### src/rtl/mhpq_pkg.sv
// Package: shared constants, status codes and cell interface types for the min-heap queue.
`default_nettype none
package mhpq_pkg;

  // Default queue depth and key width
  localparam int HEAP_DEPTH = 16;
  localparam int KEY_W      = 32;
  localparam int ENTRIES_W  = 5;
  localparam int STATUS_W   = 2;

  // Operation codes
  localparam logic FUNC_INSERT = 1'b0;
  localparam logic FUNC_REMOVE = 1'b1;

  // Status codes
  localparam logic [STATUS_W-1:0] STATUS_OK    = 2'd0;
  localparam logic [STATUS_W-1:0] STATUS_FULL  = 2'd1;
  localparam logic [STATUS_W-1:0] STATUS_EMPTY = 2'd2;

  // Command broadcast to every cell
  typedef struct packed {
    logic             ins;
    logic             rem;
    logic [KEY_W-1:0] key;
  } mhpq_cmd_t;

  // What a cell shows its neighbors
  typedef struct packed {
    logic             valid;
    logic             gt;     // new key sorts before this cell's key
    logic [KEY_W-1:0] key;
  } mhpq_link_t;

endpackage
`default_nettype wire

### src/rtl/mhpq_cell.sv
// Module: one cell of the sorted key chain; holds one key and shifts with its neighbors.
`default_nettype none
module mhpq_cell (
  input  wire                 clk,
  input  wire                 rst_n,
  input  mhpq_pkg::mhpq_cmd_t cmd,
  input  mhpq_pkg::mhpq_link_t prev_lnk,
  input  mhpq_pkg::mhpq_link_t next_lnk,
  output mhpq_pkg::mhpq_link_t lnk
);

  logic                      valid_r;
  logic                      valid_nxt;
  logic [mhpq_pkg::KEY_W-1:0] key_r;
  logic [mhpq_pkg::KEY_W-1:0] key_nxt;
  logic                      gt;

  // New key goes ahead of an empty cell or a strictly larger key
  assign gt = !valid_r || ($signed(cmd.key) < $signed(key_r));

  assign lnk.valid = valid_r;
  assign lnk.gt    = gt;
  assign lnk.key   = key_r;

  // Insert: shift right from the insertion point; remove: shift left
  always_comb begin
    valid_nxt = valid_r;
    key_nxt   = key_r;
    if (cmd.ins && gt) begin
      if (prev_lnk.gt) begin
        valid_nxt = prev_lnk.valid;
        key_nxt   = prev_lnk.key;
      end else begin
        valid_nxt = 1'b1;
        key_nxt   = cmd.key;
      end
    end else if (cmd.rem) begin
      valid_nxt = next_lnk.valid;
      key_nxt   = next_lnk.key;
    end
  end

  always_ff @(posedge clk) begin
    if (!rst_n) begin
      valid_r <= 1'b0;
    end else begin
      valid_r <= valid_nxt;
    end
  end

  // Key payload needs no reset
  always_ff @(posedge clk) begin
    key_r <= key_nxt;
  end

endmodule
`default_nettype wire

### src/rtl/min_heap_priority_queue.sv
// Top level: bounded min priority queue of signed keys on a chain of sorted cells.
//
// Bounded priority queue of HEAP_DEPTH signed 32-bit keys. Each item on the input
// stream is an insert (in_tuser = 0, key in in_tdata) or a remove-minimum (in_tuser = 1),
// and each gives exactly one result item: the removed key, a key-valid flag, a status
// code (0 ok, 1 insert dropped because full, 2 remove on empty) and the number of keys
// held afterwards. Keys sit in a row of HEAP_DEPTH cells kept in ascending order; an
// insert is compared against every cell at once and shifts the larger keys one cell to
// the right, a remove shifts the whole row one cell to the left. One item is taken per
// clock cycle and its result enters the output register in the next cycle; the input
// keeps accepting while that register is free or being emptied in the same cycle. The
// cycle time is set by one 32-bit signed compare per cell plus the shift selection. No
// clearing pass is needed after reset.
`default_nettype none
module min_heap_priority_queue #(
  parameter int HEAP_DEPTH = mhpq_pkg::HEAP_DEPTH
) (
  input  wire        clk,
  input  wire        rst_n,
  // input item stream
  input  wire        in_tvalid,
  output logic       in_tready,
  input  wire [31:0] in_tdata,   // [31:0] key_in
  input  wire        in_tuser,   // [0] func
  // result item stream
  output logic       out_tvalid,
  input  wire        out_tready,
  output logic [39:0] out_tdata, // [31:0] min_key, [33:32] status, [38:34] entries, pad
  output logic       out_tuser   // [0] key_valid
);

  localparam int CW = $clog2(HEAP_DEPTH + 1);

  mhpq_pkg::mhpq_cmd_t  cmd;
  mhpq_pkg::mhpq_link_t lnk  [HEAP_DEPTH];
  mhpq_pkg::mhpq_link_t edge_nil;

  logic          in_acc;
  logic          full;
  logic          empty;
  logic [CW-1:0] cnt_r;
  logic [CW-1:0] cnt_nxt;
  logic [CW+mhpq_pkg::ENTRIES_W-1:0] cnt_ext;

  logic                              out_valid_r;
  logic [mhpq_pkg::KEY_W-1:0]        min_key_r;
  logic [mhpq_pkg::KEY_W-1:0]        min_key_nxt;
  logic                              key_valid_r;
  logic                              key_valid_nxt;
  logic [mhpq_pkg::STATUS_W-1:0]     status_r;
  logic [mhpq_pkg::STATUS_W-1:0]     status_nxt;
  logic [mhpq_pkg::ENTRIES_W-1:0]    entries_r;

  // Handshake
  assign in_tready = !out_valid_r || out_tready;
  assign in_acc    = in_tvalid && in_tready;
  assign full      = (cnt_r == CW'(HEAP_DEPTH));
  assign empty     = (cnt_r == '0);

  // Command to the cell row
  assign cmd.ins = in_acc && (in_tuser == mhpq_pkg::FUNC_INSERT) && !full;
  assign cmd.rem = in_acc && (in_tuser == mhpq_pkg::FUNC_REMOVE) && !empty;
  assign cmd.key = in_tdata;

  // Chain ends: nothing shifts in from outside
  assign edge_nil.valid = 1'b0;
  assign edge_nil.gt    = 1'b0;
  assign edge_nil.key   = '0;

  // Row of cells, ascending from cell 0
  for (genvar i = 0; i < HEAP_DEPTH; i++) begin : g_cell
    mhpq_pkg::mhpq_link_t prv;
    mhpq_pkg::mhpq_link_t nxt;
    if (i == 0) begin : g_first
      assign prv = edge_nil;
    end else begin : g_mid_p
      assign prv = lnk[i-1];
    end
    if (i == HEAP_DEPTH - 1) begin : g_last
      assign nxt = edge_nil;
    end else begin : g_mid_n
      assign nxt = lnk[i+1];
    end
    mhpq_cell u_cell (
      .clk      (clk),
      .rst_n    (rst_n),
      .cmd      (cmd),
      .prev_lnk (prv),
      .next_lnk (nxt),
      .lnk      (lnk[i])
    );
  end

  // Entry count and result fields
  always_comb begin
    cnt_nxt       = cnt_r;
    min_key_nxt   = '0;
    key_valid_nxt = 1'b0;
    status_nxt    = mhpq_pkg::STATUS_OK;
    if (in_tuser == mhpq_pkg::FUNC_INSERT) begin
      if (full) begin
        status_nxt = mhpq_pkg::STATUS_FULL;
      end else begin
        cnt_nxt = cnt_r + CW'(1);
      end
    end else begin
      if (empty) begin
        status_nxt = mhpq_pkg::STATUS_EMPTY;
      end else begin
        cnt_nxt       = cnt_r - CW'(1);
        min_key_nxt   = lnk[0].key;
        key_valid_nxt = 1'b1;
      end
    end
  end

  assign cnt_ext = {{mhpq_pkg::ENTRIES_W{1'b0}}, cnt_nxt};

  // Control registers
  always_ff @(posedge clk) begin
    if (!rst_n) begin
      cnt_r       <= '0;
      out_valid_r <= 1'b0;
    end else begin
      if (in_acc) begin
        cnt_r <= cnt_nxt;
      end
      if (in_acc) begin
        out_valid_r <= 1'b1;
      end else if (out_tready) begin
        out_valid_r <= 1'b0;
      end
    end
  end

  // Result register
  always_ff @(posedge clk) begin
    if (in_acc) begin
      min_key_r   <= min_key_nxt;
      key_valid_r <= key_valid_nxt;
      status_r    <= status_nxt;
      entries_r   <= cnt_ext[mhpq_pkg::ENTRIES_W-1:0];
    end
  end

  assign out_tvalid = out_valid_r;
  assign out_tdata  = {1'b0, entries_r, status_r, min_key_r};
  assign out_tuser  = key_valid_r;

endmodule
`default_nettype wire

### config.mk
export PLATFORM = sky130hd
export DESIGN_NAME = min_heap_priority_queue
export DESIGN_NICKNAME = d
export VERILOG_FILES = /design/src/rtl/mhpq_pkg.sv /design/src/rtl/mhpq_cell.sv /design/src/rtl/min_heap_priority_queue.sv
export SDC_FILE = /design/constraint.sdc
export NUM_CORES = 2
export LEC_CHECK = 0
export ABC_AREA = 1
export BUFFER_PORTS_ARGS = -buffer_cell sky130_fd_sc_hd__buf_2
export CORE_MARGIN = 3
export CORE_UTILIZATION = 26
export CTS_CLUSTER_DIAMETER = 40
export DETAILED_ROUTE_END_ITERATION = 7
export PLACE_DENSITY = 0.52
export SYNTH_ARGS = -nofsm -noshare
export SYNTH_HDL_FRONTEND = slang
export SYNTH_HIERARCHICAL = 1
export SYNTH_SLANG_ARGS = --single-unit
### constraint.sdc
create_clock -name clk -period 5.4 [get_ports clk]
set_input_delay 0.27 -clock clk [delete_from_list [all_inputs] [get_ports clk]]
set_output_delay 0.27 -clock clk [all_outputs]
set_load 0.05 [all_outputs]
Word level (Yosys, flattened, before mapping)
Cells that the tools add are included.

Register bits: 574. Input bits: 37.

$add $sub $neg: 2. Muxes and demuxes: 103. Bitwise gates (word level): 1. Equality and inequality tests: 1. Order comparisons: 16. Reduce and logical (&&, ||, !) cells: 76.

Operator list (count): 32-bit 2-to-1 mux (47); 32-bit less-than comparator (16); 1-bit 2-to-1 mux (51); 2-bit nonzero test (17); 1-bit logical AND (21); 1-bit logical NOT (19); 1-bit logical OR (17); 5-bit 2-to-1 mux (3); 5-bit by 1-bit adder with 5-bit output, second input constant (1); 5-bit == test, second input constant (1); 5-bit logical NOT (1); 5-bit by 1-bit subtractor with 5-bit output, second input constant (1); 2-bit 2-to-1 mux (2); 2-bit OR reduction (1); 1-bit NOT (1).

Logic depth before layout (Yosys ltp)
Word-level depth: 7. Mapped depth: 21. Gate-level depth less buffers: 19.

Modules after synthesis
Netlist, hierarchy kept.

By module, submodules not included: mhpq_cell (instances 16, cells an instance 321, area each 2925.3 um2, seq. area each 980.9 um2); min_heap_priority_queue (instances 1, cells an instance 196, area each 1990.7 um2, seq. area each 1321.3 um2).

Worst setup path before layout
OpenSTA, ideal clock, no wires.

Path kind: register -> register. Start: reg out_valid_r, in the netlist out_tvalid. End: reg g_cell[0].u_cell/key_r[0] (netlist bit) (enable). Path slack: 135 ps. Buffers on the path: 1. Setup time: 389 ps. Stages on the path, launching flop included: 7. Arrival: 4876 ps. Path through: dfxtp_1 nand2_1 nand2_1 nor2_1 nand2_4 buf_4 nand2_1.

RTL lines: start, declared (RTL line min_heap_priority_queue.sv:45) `logic out_valid_r;`; start signal, assigned (RTL line min_heap_priority_queue.sv:123) `out_valid_r <= 1'b0;`; start signal, assigned (RTL line min_heap_priority_queue.sv:129) `out_valid_r <= 1'b1;`; start signal, assigned (RTL line min_heap_priority_queue.sv:131) `out_valid_r <= 1'b0;`; end signal, assigned (RTL line mhpq_cell.sv:53) `key_r <= key_nxt;`; end, declared (RTL line mhpq_cell.sv:14) `logic [mhpq_pkg::KEY_W-1:0] key_r;`.

==> results.sh <==
export IMPL_relSlewSlack_pct=24.11
export IMPL_areaGrowthSynthToFinish_pct=13.19
export IMPL_clockPowerShare_pct=40.6
export IMPL_stdcell_area_um2=55220
export IMPL_end_kind="flop"
export IMPL_drtIter0Drc=2298
export IMPL_grtUsageMet2_pct=22.05
export IMPL_core_um2=186000
export IMPL_period_share_pct=71.46
export IMPL_drive_above_1_share_pct=35.12
export IMPL_grt_max_degree=47
export IMPL_final_cell_mix="1065 x nand2_1, 751 x inv_1, 552 x edfxtp_1"
export IMPL_gp_congestion=0.8122
export IMPL_leakage_nw=26.24
export IMPL_rsz0062_at_grt="false"
export IMPL_dr_total_vias=36760
export IMPL_cp_start_kind="flop"
export IMPL_synth_cells=5331
export IMPL_arrival_ns=4.33
export IMPL_powerDensity_nw_per_um2=326.4
export IMPL_switchingPower_mw=5.974
export IMPL_busiest_layer="met2"
export IMPL_power_frac_seq_pct=34.3
export IMPL_crit_fanout=34
export IMPL_tightest_slew_ns=1.137
export IMPL_grt_util_met1_pct=20.55
export IMPL_fill_cells=19610
export IMPL_clk_pin_slew_worst_paths_ns=0.06
export IMPL_final_min_clock_period_ns=3.859
export IMPL_grt_pass1_wl_um=219000
export IMPL_root_buffer="clkbuf_16"
export IMPL_yosys_warnings=6
export IMPL_grt_total_usage_pct=14.20
export IMPL_critPathMostFrequentCell="nand2_1"
export IMPL_hold_class="primary input to flop"
export IMPL_port_buffers=78
export IMPL_ir_drop_uv=250.9
export IMPL_switching_share_pct=33.15
export IMPL_hold_buffers=2
export IMPL_worstPathCellList="inv_1 -> ha_1 -> a21oi_1 -> nor2_1 -> nor3_2 -> nand2_1 -> nand2_1 -> nand2_1 -> nand2_1 -> nand3_1 -> nand3_2 -> buf_4 -> inv_1 -> or2_2 -> o211ai_2 -> nand2_2"
export IMPL_final_util_pct=29.69
export IMPL_ioPinCount=80
export IMPL_clock_sinks=574
export IMPL_syn_avg_cell_area_um2=9.152
export IMPL_tritoncts="done"
export IMPL_numCtsBuffers=110
export IMPL_p_int_mw=12.05
export IMPL_dp_hpwl_um=105800
export IMPL_clkLatencyLatePin_ns=0.73
export IMPL_clockBufferDepth=3
export IMPL_postCtsSetupBuffers=0
export IMPL_setup_violations=0
export IMPL_final_common_cell="nand2_1"
export IMPL_wl_per_cell_um=17.27
export IMPL_die_x_um=439.2
export IMPL_hold_violations=0
export IMPL_drv_cap=0
export IMPL_status="finished, final reports clean"
export IMPL_diodes=0
export IMPL_place_area_um2=51310
export IMPL_die_y_um=439.2
export IMPL_combPwrFrac_pct=25.1
export IMPL_drtPass1Iterations=5
export IMPL_drc=0
export IMPL_grt_pass1_vias=37170
export IMPL_critPathMaxStageDelay_ns=0.57
export IMPL_overflow=0
export IMPL_vias_per_cell=4.563
export IMPL_final_nets=6016
export IMPL_synth_area_um2=48790
export IMPL_initial_core_util_pct=26.23
export IMPL_cts_resized=0
export IMPL_maxSlewViolCount=0
export IMPL_cp_buffers_inverters=3
export IMPL_setup_tns_ns=0
export IMPL_crit_slowest_cell="inv_1"
export IMPL_grt_util_met3_pct=2.124
export IMPL_wl_um=139100
export IMPL_num_rows=158
export IMPL_fin_worst_skew_ns=0.03494
export IMPL_fmax_mhz=259.2
export IMPL_ctsHtreeMaxLevel=3
export IMPL_antenna_found_initial=3
export IMPL_cp_required_ns=5.87
export IMPL_die_area_um2=192900
export IMPL_path_class="flop to flop"
export IMPL_antenna_left=0
export IMPL_crit_family="simple AND/OR/NAND/NOR gates"
-- worst reg2reg max path: stages, from the launching register on --
cell and delay (ns):
edfxtp_1 0.46, inv_1 0.09, ha_1 0.23, a21oi_1 0.15
nor2_1 0.06, nor3_2 0.12, nand2_1 0.10, nand2_1 0.07
nand2_1 0.09, nand2_1 0.10, nand3_1 0.08, nand3_2 0.32
buf_4 0.47, inv_1 0.58, or2_2 0.52, o211ai_2 0.09
nand2_2 0.06
-- state kept, by name, indices dropped and copies added (netlist names) --
register               count
cnt_r                      5
entries_r                  5
g_cell.u_cell/key_r      512
g_cell.u_cell/valid_r     16
min_key_r                 32
out_tuser                  1
out_tvalid                 1
status_r                   2
-- metrics by stage --
stage	power (mW)	cells	worst slack (ns)	hold slack (ns)
after floorplan	9.577	5402	0.1350	0.3792
after global placement	10.66	7847	1.053	0.4925
after detailed placement	10.78	7847	1.031	0.5015
after CTS	18.22	8055	1.511	0.009109
after global routing	19.04	8055	1.240	0.07943
final	18.02	8055	1.541	0.07504
-- area by class of cell --
| type | instances | area [um^2] | area share, % |
|---|---|---|---|
| clock buffer | 120 | 2821 | 5.109 |
| clock inverter | 86 | 1071 | 1.939 |
| inverter | 771 | 3014 | 5.458 |
| multi-input combinational | 3829 | 26900 | 48.71 |
| sequential | 574 | 17020 | 30.81 |
| tap | 2480 | 3103 | 5.619 |
| timing repair buffer | 195 | 1299 | 2.352 |
-- layer usage --
metal | share of wire [%] | vias up | wire length (um)
li1 | - | 18140 | -
met1 | 50 | 17690 | 69250
met2 | 43 | 740 | 60400
met3 | 4.6 | 192 | 6432
met4 | 2.2 | 2 | 3039
met5 | 0.0079 | - | 11
-- power by group through the flow --
stage | sequential, mW | combinational [mW] | clock, mW
floorplan | 6.11 | 3.47 | 0
global placement | 6.28 | 4.38 | 0
detailed placement | 6.27 | 4.50 | 0
CTS | 6.19 | 4.53 | 7.50
global route | 6.26 | 5.09 | 7.70
finish | 6.19 | 4.52 | 7.32
-- worst paths after layout --
check	startpoint	end	slack [ns]	cells after the start
setup / recovery	g_cell[8].u_cell/key_r[5]$_DFFE_PP_	g_cell[9].u_cell/key_r[6]$_DFFE_PP_	1.54	16
hold / removal	in_tvalid	out_tvalid$_SDFFE_PN0P_	0.08	3
setup reg to reg	g_cell[8].u_cell/key_r[5]$_DFFE_PP_	g_cell[9].u_cell/key_r[6]$_DFFE_PP_	1.54	16
hold reg to reg	out_tvalid$_SDFFE_PN0P_	out_tvalid$_SDFFE_PN0P_	0.50	2
Power figures use the tool's default switching activity.
